===== config.mk =====
export PLATFORM = sky130hd
export DESIGN_NAME = two_class_priority_queue_unit
export DESIGN_NICKNAME = d
export VERILOG_FILES = /design/src/rtl/tpq_pkg.sv /design/src/rtl/two_class_priority_queue_unit.sv /design/src/rtl/tpq_datapath.sv /design/src/rtl/tpq_controller.sv
export SDC_FILE = /design/constraint.sdc
export NUM_CORES = 2
export LEC_CHECK = 0
export BUFFER_PORTS_ARGS = -buffer_cell sky130_fd_sc_hd__buf_2
export CAP_MARGIN = 20
export CORE_AREA = 2 2 268 270
export DETAILED_ROUTE_END_ITERATION = 8
export DIE_AREA = 0 0 270 272
export PLACE_DENSITY_LB_ADDON = 0.2
export SLEW_MARGIN = 20
export SYNTH_ARGS = -nofsm -noshare
export SYNTH_HDL_FRONTEND = slang
export SYNTH_SLANG_ARGS = --single-unit

===== constraint.sdc =====
create_clock -name clk_i -period 10.7 [get_ports clk_i]
set_input_delay 1.605 -clock clk_i [delete_from_list [all_inputs] [get_ports clk_i]]
set_output_delay 1.605 -clock clk_i [all_outputs]
set_load 0.005 [all_outputs]

===== src/rtl/tpq_pkg.sv =====
// Shared definitions for the two-class priority queue: operation and status
// codes, default depth and the command and status structs between controller
// and datapath. No dependencies.
package tpq_pkg;

  localparam int unsigned DEPTH_DEFAULT = 16;
  localparam int unsigned DATA_W        = 32;
  localparam int unsigned TAG_W         = 16;

  localparam logic [1:0] OP_PUT_NORMAL   = 2'd0;
  localparam logic [1:0] OP_PUT_PRIORITY = 2'd1;
  localparam logic [1:0] OP_GET          = 2'd2;

  localparam logic [1:0] ST_DONE  = 2'd0;
  localparam logic [1:0] ST_FULL  = 2'd1;
  localparam logic [1:0] ST_EMPTY = 2'd2;

  typedef struct packed {
    logic       load;
    logic       put_normal;
    logic       put_prio;
    logic       get;
    logic [1:0] status;
  } cmd_t;

  typedef struct packed {
    logic full;
    logic empty;
    logic prio_any;
  } stat_t;

endpackage


===== src/rtl/two_class_priority_queue_unit.sv =====
// Two-class priority queue of DEPTH entries, each a 32-bit payload with a
// 16-bit arrival tag. A priority put lands behind earlier priority entries and
// ahead of all normal ones; a normal put appends; a get removes the head. A put
// on a full queue or a get on an empty one returns a refusal status and changes
// nothing. The block takes one item per clock cycle while its output is not
// stalled and gives its result in the next cycle from an output register: the
// entries sit in a shift register that moves every place in parallel.
// A result left stalled at the output holds back only the next input item.
// Depends on tpq_pkg, tpq_controller and tpq_datapath.
module two_class_priority_queue_unit #(
  parameter int unsigned DEPTH = tpq_pkg::DEPTH_DEFAULT
) (
  input  logic                        clk_i,
  input  logic                        rst_ni,
  input  logic                        in_valid_i,
  output logic                        in_stall_o,
  input  logic [1:0]                  operation_i,
  input  logic [tpq_pkg::DATA_W-1:0]  payload_i,
  output logic                        out_valid_o,
  input  logic                        out_stall_i,
  output logic [1:0]                  status_o,
  output logic [tpq_pkg::TAG_W-1:0]   arrival_tag_o,
  output logic [tpq_pkg::DATA_W-1:0]  data_out_o,
  output logic                        was_priority_o
);
  import tpq_pkg::*;

  cmd_t  cmd;
  stat_t stat;

  tpq_controller u_ctrl (
    .clk_i       (clk_i),
    .rst_ni      (rst_ni),
    .in_valid_i  (in_valid_i),
    .in_stall_o  (in_stall_o),
    .operation_i (operation_i),
    .out_valid_o (out_valid_o),
    .out_stall_i (out_stall_i),
    .stat_i      (stat),
    .cmd_o       (cmd)
  );

  tpq_datapath #(
    .DEPTH (DEPTH)
  ) u_dp (
    .clk_i          (clk_i),
    .rst_ni         (rst_ni),
    .cmd_i          (cmd),
    .payload_i      (payload_i),
    .stat_o         (stat),
    .status_o       (status_o),
    .arrival_tag_o  (arrival_tag_o),
    .data_out_o     (data_out_o),
    .was_priority_o (was_priority_o)
  );

endmodule


===== src/rtl/tpq_datapath.sv =====
// Datapath of the two-class priority queue: the shift-register entry store,
// occupancy and priority counters, arrival counter and result register.
// Depends on tpq_pkg.
module tpq_datapath #(
  parameter int unsigned DEPTH = tpq_pkg::DEPTH_DEFAULT
) (
  input  logic                        clk_i,
  input  logic                        rst_ni,
  input  tpq_pkg::cmd_t               cmd_i,
  input  logic [tpq_pkg::DATA_W-1:0]  payload_i,
  output tpq_pkg::stat_t              stat_o,
  output logic [1:0]                  status_o,
  output logic [tpq_pkg::TAG_W-1:0]   arrival_tag_o,
  output logic [tpq_pkg::DATA_W-1:0]  data_out_o,
  output logic                        was_priority_o
);
  import tpq_pkg::*;

  localparam int unsigned CW = $clog2(DEPTH + 1);

  logic [DATA_W-1:0] data_q [DEPTH];
  logic [DATA_W-1:0] data_d [DEPTH];
  logic [TAG_W-1:0]  tag_q  [DEPTH];
  logic [TAG_W-1:0]  tag_d  [DEPTH];
  logic [DATA_W-1:0] data_prev [DEPTH];
  logic [DATA_W-1:0] data_next [DEPTH];
  logic [TAG_W-1:0]  tag_prev  [DEPTH];
  logic [TAG_W-1:0]  tag_next  [DEPTH];

  logic [CW-1:0]     occ_q, occ_d;
  logic [CW-1:0]     prio_q, prio_d;
  logic [TAG_W-1:0]  arr_q, arr_d;
  logic [CW-1:0]     slot;
  logic              put;

  logic [1:0]        res_status_q;
  logic [TAG_W-1:0]  res_tag_q;
  logic [DATA_W-1:0] res_data_q;
  logic              res_prio_q;

  assign put  = cmd_i.put_normal | cmd_i.put_prio;
  assign slot = cmd_i.put_prio ? prio_q : occ_q;

  assign stat_o.full     = (occ_q == CW'(DEPTH));
  assign stat_o.empty    = (occ_q == '0);
  assign stat_o.prio_any = (prio_q != '0);

  // Neighbor taps of the shift line; the ends feed zero.
  for (genvar g = 0; g < DEPTH; g++) begin : g_tap
    if (g == 0) begin : g_first
      assign data_prev[g] = '0;
      assign tag_prev[g]  = '0;
    end else begin : g_mid_prev
      assign data_prev[g] = data_q[g-1];
      assign tag_prev[g]  = tag_q[g-1];
    end
    if (g == DEPTH - 1) begin : g_last
      assign data_next[g] = '0;
      assign tag_next[g]  = '0;
    end else begin : g_mid_next
      assign data_next[g] = data_q[g+1];
      assign tag_next[g]  = tag_q[g+1];
    end
  end

  // A put writes its slot and pushes everything behind it back by one place.
  // Entries beyond the occupancy are don't-care, so they shift along freely.
  always_comb begin
    for (int i = 0; i < DEPTH; i++) begin
      data_d[i] = data_q[i];
      tag_d[i]  = tag_q[i];
      if (put) begin
        if (CW'(i) == slot) begin
          data_d[i] = payload_i;
          tag_d[i]  = arr_q;
        end else if (CW'(i) > slot) begin
          data_d[i] = data_prev[i];
          tag_d[i]  = tag_prev[i];
        end
      end else if (cmd_i.get) begin
        data_d[i] = data_next[i];
        tag_d[i]  = tag_next[i];
      end
    end
  end

  always_comb begin
    occ_d  = occ_q;
    prio_d = prio_q;
    arr_d  = arr_q;
    if (put) begin
      occ_d = occ_q + CW'(1);
      arr_d = arr_q + TAG_W'(1);
    end
    if (cmd_i.put_prio) begin
      prio_d = prio_q + CW'(1);
    end
    if (cmd_i.get) begin
      occ_d = occ_q - CW'(1);
      if (stat_o.prio_any) begin
        prio_d = prio_q - CW'(1);
      end
    end
  end

  always_ff @(posedge clk_i) begin
    for (int i = 0; i < DEPTH; i++) begin
      data_q[i] <= data_d[i];
      tag_q[i]  <= tag_d[i];
    end
  end

  always_ff @(posedge clk_i or negedge rst_ni) begin
    if (!rst_ni) begin
      occ_q  <= '0;
      prio_q <= '0;
      arr_q  <= '0;
    end else begin
      occ_q  <= occ_d;
      prio_q <= prio_d;
      arr_q  <= arr_d;
    end
  end

  always_ff @(posedge clk_i) begin
    if (cmd_i.load) begin
      res_status_q <= cmd_i.status;
      res_tag_q    <= put ? arr_q : (cmd_i.get ? tag_q[0] : '0);
      res_data_q   <= cmd_i.get ? data_q[0] : '0;
      res_prio_q   <= cmd_i.get & stat_o.prio_any;
    end
  end

  assign status_o       = res_status_q;
  assign arrival_tag_o  = res_tag_q;
  assign data_out_o     = res_data_q;
  assign was_priority_o = res_prio_q;

  a_prio_le_occ : assert property (@(posedge clk_i) disable iff (!rst_ni)
    prio_q <= occ_q) else $error("priority count exceeds occupancy");

  a_occ_bound : assert property (@(posedge clk_i) disable iff (!rst_ni)
    occ_q <= CW'(DEPTH)) else $error("occupancy exceeds depth");

  a_put_grows : assert property (@(posedge clk_i) disable iff (!rst_ni)
    put |=> (occ_q == $past(occ_q) + CW'(1)) && (arr_q == $past(arr_q) + TAG_W'(1)))
    else $error("put did not advance occupancy and arrival number");

endmodule


===== src/rtl/tpq_controller.sv =====
// Controller of the two-class priority queue: handshake state machine and
// operation decode into datapath commands. Depends on tpq_pkg.
module tpq_controller (
  input  logic           clk_i,
  input  logic           rst_ni,
  input  logic           in_valid_i,
  output logic           in_stall_o,
  input  logic [1:0]     operation_i,
  output logic           out_valid_o,
  input  logic           out_stall_i,
  input  tpq_pkg::stat_t stat_i,
  output tpq_pkg::cmd_t  cmd_o
);
  import tpq_pkg::*;

  typedef enum logic {
    S_IDLE,
    S_RESULT
  } state_e;

  state_e state_q, state_d;
  logic   accept;

  // The result register is free when empty or being drained this cycle.
  assign in_stall_o  = (state_q == S_RESULT) && out_stall_i;
  assign accept      = in_valid_i && !in_stall_o;
  assign out_valid_o = (state_q == S_RESULT);

  always_comb begin
    cmd_o        = '0;
    cmd_o.load   = accept;
    cmd_o.status = ST_DONE;
    if (accept) begin
      case (operation_i)
        OP_PUT_NORMAL: begin
          if (stat_i.full) cmd_o.status = ST_FULL;
          else             cmd_o.put_normal = 1'b1;
        end
        OP_PUT_PRIORITY: begin
          if (stat_i.full) cmd_o.status = ST_FULL;
          else             cmd_o.put_prio = 1'b1;
        end
        OP_GET: begin
          if (stat_i.empty) cmd_o.status = ST_EMPTY;
          else              cmd_o.get = 1'b1;
        end
        default: begin
        end
      endcase
    end
  end

  always_comb begin
    state_d = state_q;
    case (state_q)
      S_IDLE: begin
        if (accept) state_d = S_RESULT;
      end
      S_RESULT: begin
        if (accept)            state_d = S_RESULT;
        else if (!out_stall_i) state_d = S_IDLE;
      end
      default: state_d = S_IDLE;
    endcase
  end

  always_ff @(posedge clk_i or negedge rst_ni) begin
    if (!rst_ni) begin
      state_q <= S_IDLE;
    end else begin
      state_q <= state_d;
    end
  end

  a_cmd_onehot : assert property (@(posedge clk_i) disable iff (!rst_ni)
    $onehot0({cmd_o.put_normal, cmd_o.put_prio, cmd_o.get}))
    else $error("more than one queue command at once");

  a_no_get_empty : assert property (@(posedge clk_i) disable iff (!rst_ni)
    stat_i.empty |-> !cmd_o.get) else $error("get issued on empty queue");

  a_no_put_full : assert property (@(posedge clk_i) disable iff (!rst_ni)
    stat_i.full |-> !(cmd_o.put_normal || cmd_o.put_prio))
    else $error("put issued on full queue");

  a_cmd_needs_accept : assert property (@(posedge clk_i) disable iff (!rst_ni)
    (cmd_o.put_normal || cmd_o.put_prio || cmd_o.get) |-> accept)
    else $error("queue command without an accepted item");

endmodule

==> flow_summary.rst <==
.. list-table::
   :header-rows: 1

   * - Metric
     - Value
   * - Highest fanout seen on the critical path
     - 215
   * - Setup Buffers After CTS
     - 0
   * - Mean area per synthesized cell
     - 9.79 sq um
   * - Setup TNS
     - 0 ns
   * - Req. time, crit path
     - 11.03 ns
   * - Final routed DRC violation total
     - 0
   * - Worst endpoint data arrival time
     - 5.92 ns
   * - Startpoint class of the critical path
     - input pin
   * - Run status
     - completed
   * - # H-tree levels
     - 3
   * - Unrepaired setup endpoints after global routing
     - no
   * - Longest individual stage delay on the worst path
     - 0.89 ns
   * - Number of storage elements in the synthesis netlist
     - 846
   * - Cell area after synthesis
     - roughly 42,000 sq um
   * - Standard cell with the maximum stage delay on the critical path
     - sky130_fd_sc_hd__buf_4
   * - Core Box Area
     - ~70,000 sq um
   * - Setup violation total in the final timing report
     - 0
   * - I/O pin total
     - 91
   * - Sequential area share after synthesis
     - 0.600
   * - Gp weighted congestion
     - 0.863
   * - Final nets
     - 4,190
   * - Fraction of layout cells with a size suffix above 1
     - 0.0847
   * - Number of antenna violations at the first check in global routing
     - 1
   * - Most frequent standard cell in the layout excluding fill and tap cells
     - sky130_fd_sc_hd__a21oi_1
   * - Worst relative slew slack
     - 0.256
   * - Grt total ovfl
     - 0
   * - Leading register cell type out of synthesis
     - sky130_fd_sc_hd__edfxtp_1
   * - Total die area
     - 73,400 sq um
   * - Post-CTS Hold Fix Bufs
     - 0
   * - Horizontal die dimension
     - between 200 and 300 um
   * - Wire length of the first global-routing pass
     - between 150 and 200 mm
   * - IO buf count
     - 90
   * - Power Dens Cells
     - 215 nW/um^2
   * - Minimum period implied by the final worst setup slack
     - 5.58 ns
   * - Cell Chain, Critical Path
     - buf_2 > a21bo_2 > inv_2 > buf_4 > o211ai_4 > buf_4 > buf_4 > buf_12 > o21ai_0
   * - Net count after synthesis
     - 4,345
   * - Wire length per cell after detailed routing
     - 25.3 um
   * - Number of DRC violations after detailed-routing iteration 0
     - ~5,900
   * - Maximum operating frequency
     - 179 MHz
   * - Total iterations of the first detailed-routing run
     - 6
   * - Leakage component of the power
     - between 15 and 20 nW
   * - Hold violation count in the final report
     - 0
   * - Maximum count of clock buffers along a single path
     - 3
   * - Total half-perimeter wirelength after legalization and detailed placement
     - 65.3 mm
   * - Vias in the first global route
     - 31,980
   * - Clk Latency, worst-skew pair
     - 0.66 ns
   * - Most frequent cells in the layout
     - sky130_fd_sc_hd__a21oi_1 (1,056), sky130_fd_sc_hd__edfxtp_1 (819), sky130_fd_sc_hd__nand2_1 (784)
   * - Syn. warnings
     - 0
   * - Setup crit end kind
     - flop
   * - Overall Global Routing Usage
     - 0.345
   * - Maximum number of pins on one net before global-route repair
     - about 220
   * - Count of max-cap constraint violations
     - 0
   * - Worst vdd rail ir drop
     - about 0.00016 V
   * - Total Power Consumption
     - 9.84 mW
   * - Die height
     - around 270 um
   * - Cell count after synthesis
     - 4,300
   * - Initial core utilization
     - 0.595
   * - EDFF count, synth
     - roughly 820
   * - TritonCTS clock tree
     - yes
   * - Rows
     - 98
   * - Library cell used as clock root buffer
     - sky130_fd_sc_hd__clkbuf_16
   * - CTS clock-pin slew for the worst setup and hold paths
     - 0.06 ns
   * - Slew Limit Fails
     - 0
   * - Kind of critical path
     - in2reg
   * - Final antenna-violating net count
     - 0
   * - Share of flip-flops with an asynchronous set or reset
     - 0.0319
   * - Total number of vias
     - 34,829
   * - TritonCTS Sinks
     - around 850
   * - Average via count per standard cell
     - 6.74
   * - Routed wire length
     - between 100 and 150 mm
   * - Worst Tran Pin Value
     - roughly 1.1 ns
   * - Num CTS Buffers
     - 88
   * - Tcrit/Tclk final
     - 0.522
   * - Layout Skew
     - 0.0213 ns
   * - Layout overhead on the synthesized area
     - 8.87%
   * - Post-synth cell types
     - 58
   * - Post-CTS sizing
     - 0
   * - Most used cell along the critical path
     - sky130_fd_sc_hd__buf_4
   * - Class of the tightest hold or removal check
     - reg2reg
[final cells by class]
type | instances | area (sq um)
repair buffers | 166 | 1090
inverters | 10 | 37.5
clock buffers | 107 | 2320
fillers | 5706 | 24900
flip-flops and latches | 846 | 25300
clock inverters | 55 | 478
well taps | 950 | 1190
multi-input cells | 3033 | 15400
diodes | 1 | 2.50
[power breakdown]
part           switching, mW  leakage [nW]  internal (mW)
Sequential             0.289          7.95           4.26
Clock                   1.34          1.37           1.71
Combinational           1.64          8.23          0.602
[logic make-up after synthesis]
family	Yosys count	share of synthesized area
mux	52	0.0124
xor+xnor	21	0.00437
compound gates	1373	0.182
flops	846	0.600
simple gates	1580	0.153
fa+ha+maj	7	0.00226
buf+inv	421	0.0450
[worst paths after layout]
check                                  startpoint             endpoint  cells after the start  slack (ns)
worst min-delay path            u_dp.data_q[0][8]   u_dp.data_out_o[8]                      1        0.55
min in group asynchronous                  rst_ni   u_ctrl.out_valid_o                      1        1.06
worst min register to register  u_dp.data_q[0][8]   u_dp.data_out_o[8]                      1        0.55
worst max-delay path                   in_valid_i  u_dp.data_q[0][156]                      9        5.12
worst max register to register      u_dp.occ_q[3]     u_dp.tag_q[5][8]                      8        5.81
max in group asynchronous                  rst_ni       u_dp.arr_q[12]                      1        9.10
[flip-flops by register name (all words and copies together) (netlist names)]
name	count
u_dp.data_q	512
u_dp.tag_q	256
u_dp.data_out_o	32
u_dp.arr_q	16
u_dp.arrival_tag_o	16
u_dp.occ_q	5
u_dp.prio_q	5
u_dp.status_o	2
u_ctrl.out_valid_o	1
u_dp.was_priority_o	1
[per-layer routing]
| metal | vias up | share of wire | wire [um] | track usage |
|---|---|---|---|---|
| met5 | - | 0 | 0 | 0 |
| met4 | 0 | 0.036 | 4640 | 0.126 |
| met2 | 2558 | 0.45 | 58800 | 0.530 |
| met3 | 356 | 0.12 | 15900 | 0.0544 |
| li1 | 15114 | - | - | - |
| met1 | 16801 | 0.39 | 51300 | 0.503 |
[worst max-delay path: cells and delay by family]
kind	cells	cell delay (ns)
AO/OA/AOI/OAI	3	1.01
buffers and inverters	6	2.90
[cell usage after synthesis (5+ instances only)]
master | number | area [sq um]
sky130_fd_sc_hd__o21ai_0 | 104 | 521
sky130_fd_sc_hd__xnor2_1 | 15 | 131
sky130_fd_sc_hd__a21oi_1 | 1057 | 5290
sky130_fd_sc_hd__inv_1 | 8 | 30.0
sky130_fd_sc_hd__xor2_1 | 6 | 52.6
sky130_fd_sc_hd__a221oi_2 | 11 | 165
sky130_fd_sc_hd__edfxtp_1 | 819 | 24600
sky130_fd_sc_hd__dfrtp_1 | 27 | 676
sky130_fd_sc_hd__clkbuf_1 | 226 | 848
sky130_fd_sc_hd__a31oi_1 | 6 | 37.5
sky130_fd_sc_hd__mux2i_1 | 50 | 500
sky130_fd_sc_hd__a22o_1 | 48 | 420
sky130_fd_sc_hd__and2_1 | 35 | 219
sky130_fd_sc_hd__nor3b_1 | 7 | 52.6
sky130_fd_sc_hd__o221ai_1 | 13 | 114
sky130_fd_sc_hd__buf_1 | 21 | 78.8
sky130_fd_sc_hd__o31a_1 | 7 | 61.3
sky130_fd_sc_hd__buf_4 | 39 | 293
sky130_fd_sc_hd__nand3_1 | 108 | 541
sky130_fd_sc_hd__ha_1 | 6 | 75.1
sky130_fd_sc_hd__buf_2 | 123 | 616
sky130_fd_sc_hd__o211ai_2 | 10 | 125
sky130_fd_sc_hd__nor3_1 | 13 | 65.1
sky130_fd_sc_hd__o31ai_1 | 6 | 45.0
sky130_fd_sc_hd__nor2_1 | 544 | 2040
sky130_fd_sc_hd__nand4_1 | 57 | 357
sky130_fd_sc_hd__and4_1 | 5 | 43.8
sky130_fd_sc_hd__o211ai_1 | 91 | 683
sky130_fd_sc_hd__nand2_1 | 786 | 2950
[through the flow]
stage                     worst slack [ns]  cell area (sq um)  cells   util  hold WS, ns
final                                 5.12              45800   5168  0.648        0.550
after global routing                  5.00              45800   5167  0.648        0.575
after CTS                             5.11              45800   5165  0.647        0.553
after detailed placement              4.43              43000   5003  0.608        0.539
after global placement                4.49              42900   5000  0.607        0.532
after floorplan                       2.16              42100   4300      -        0.510
Power figures use the tool's default switching activity.
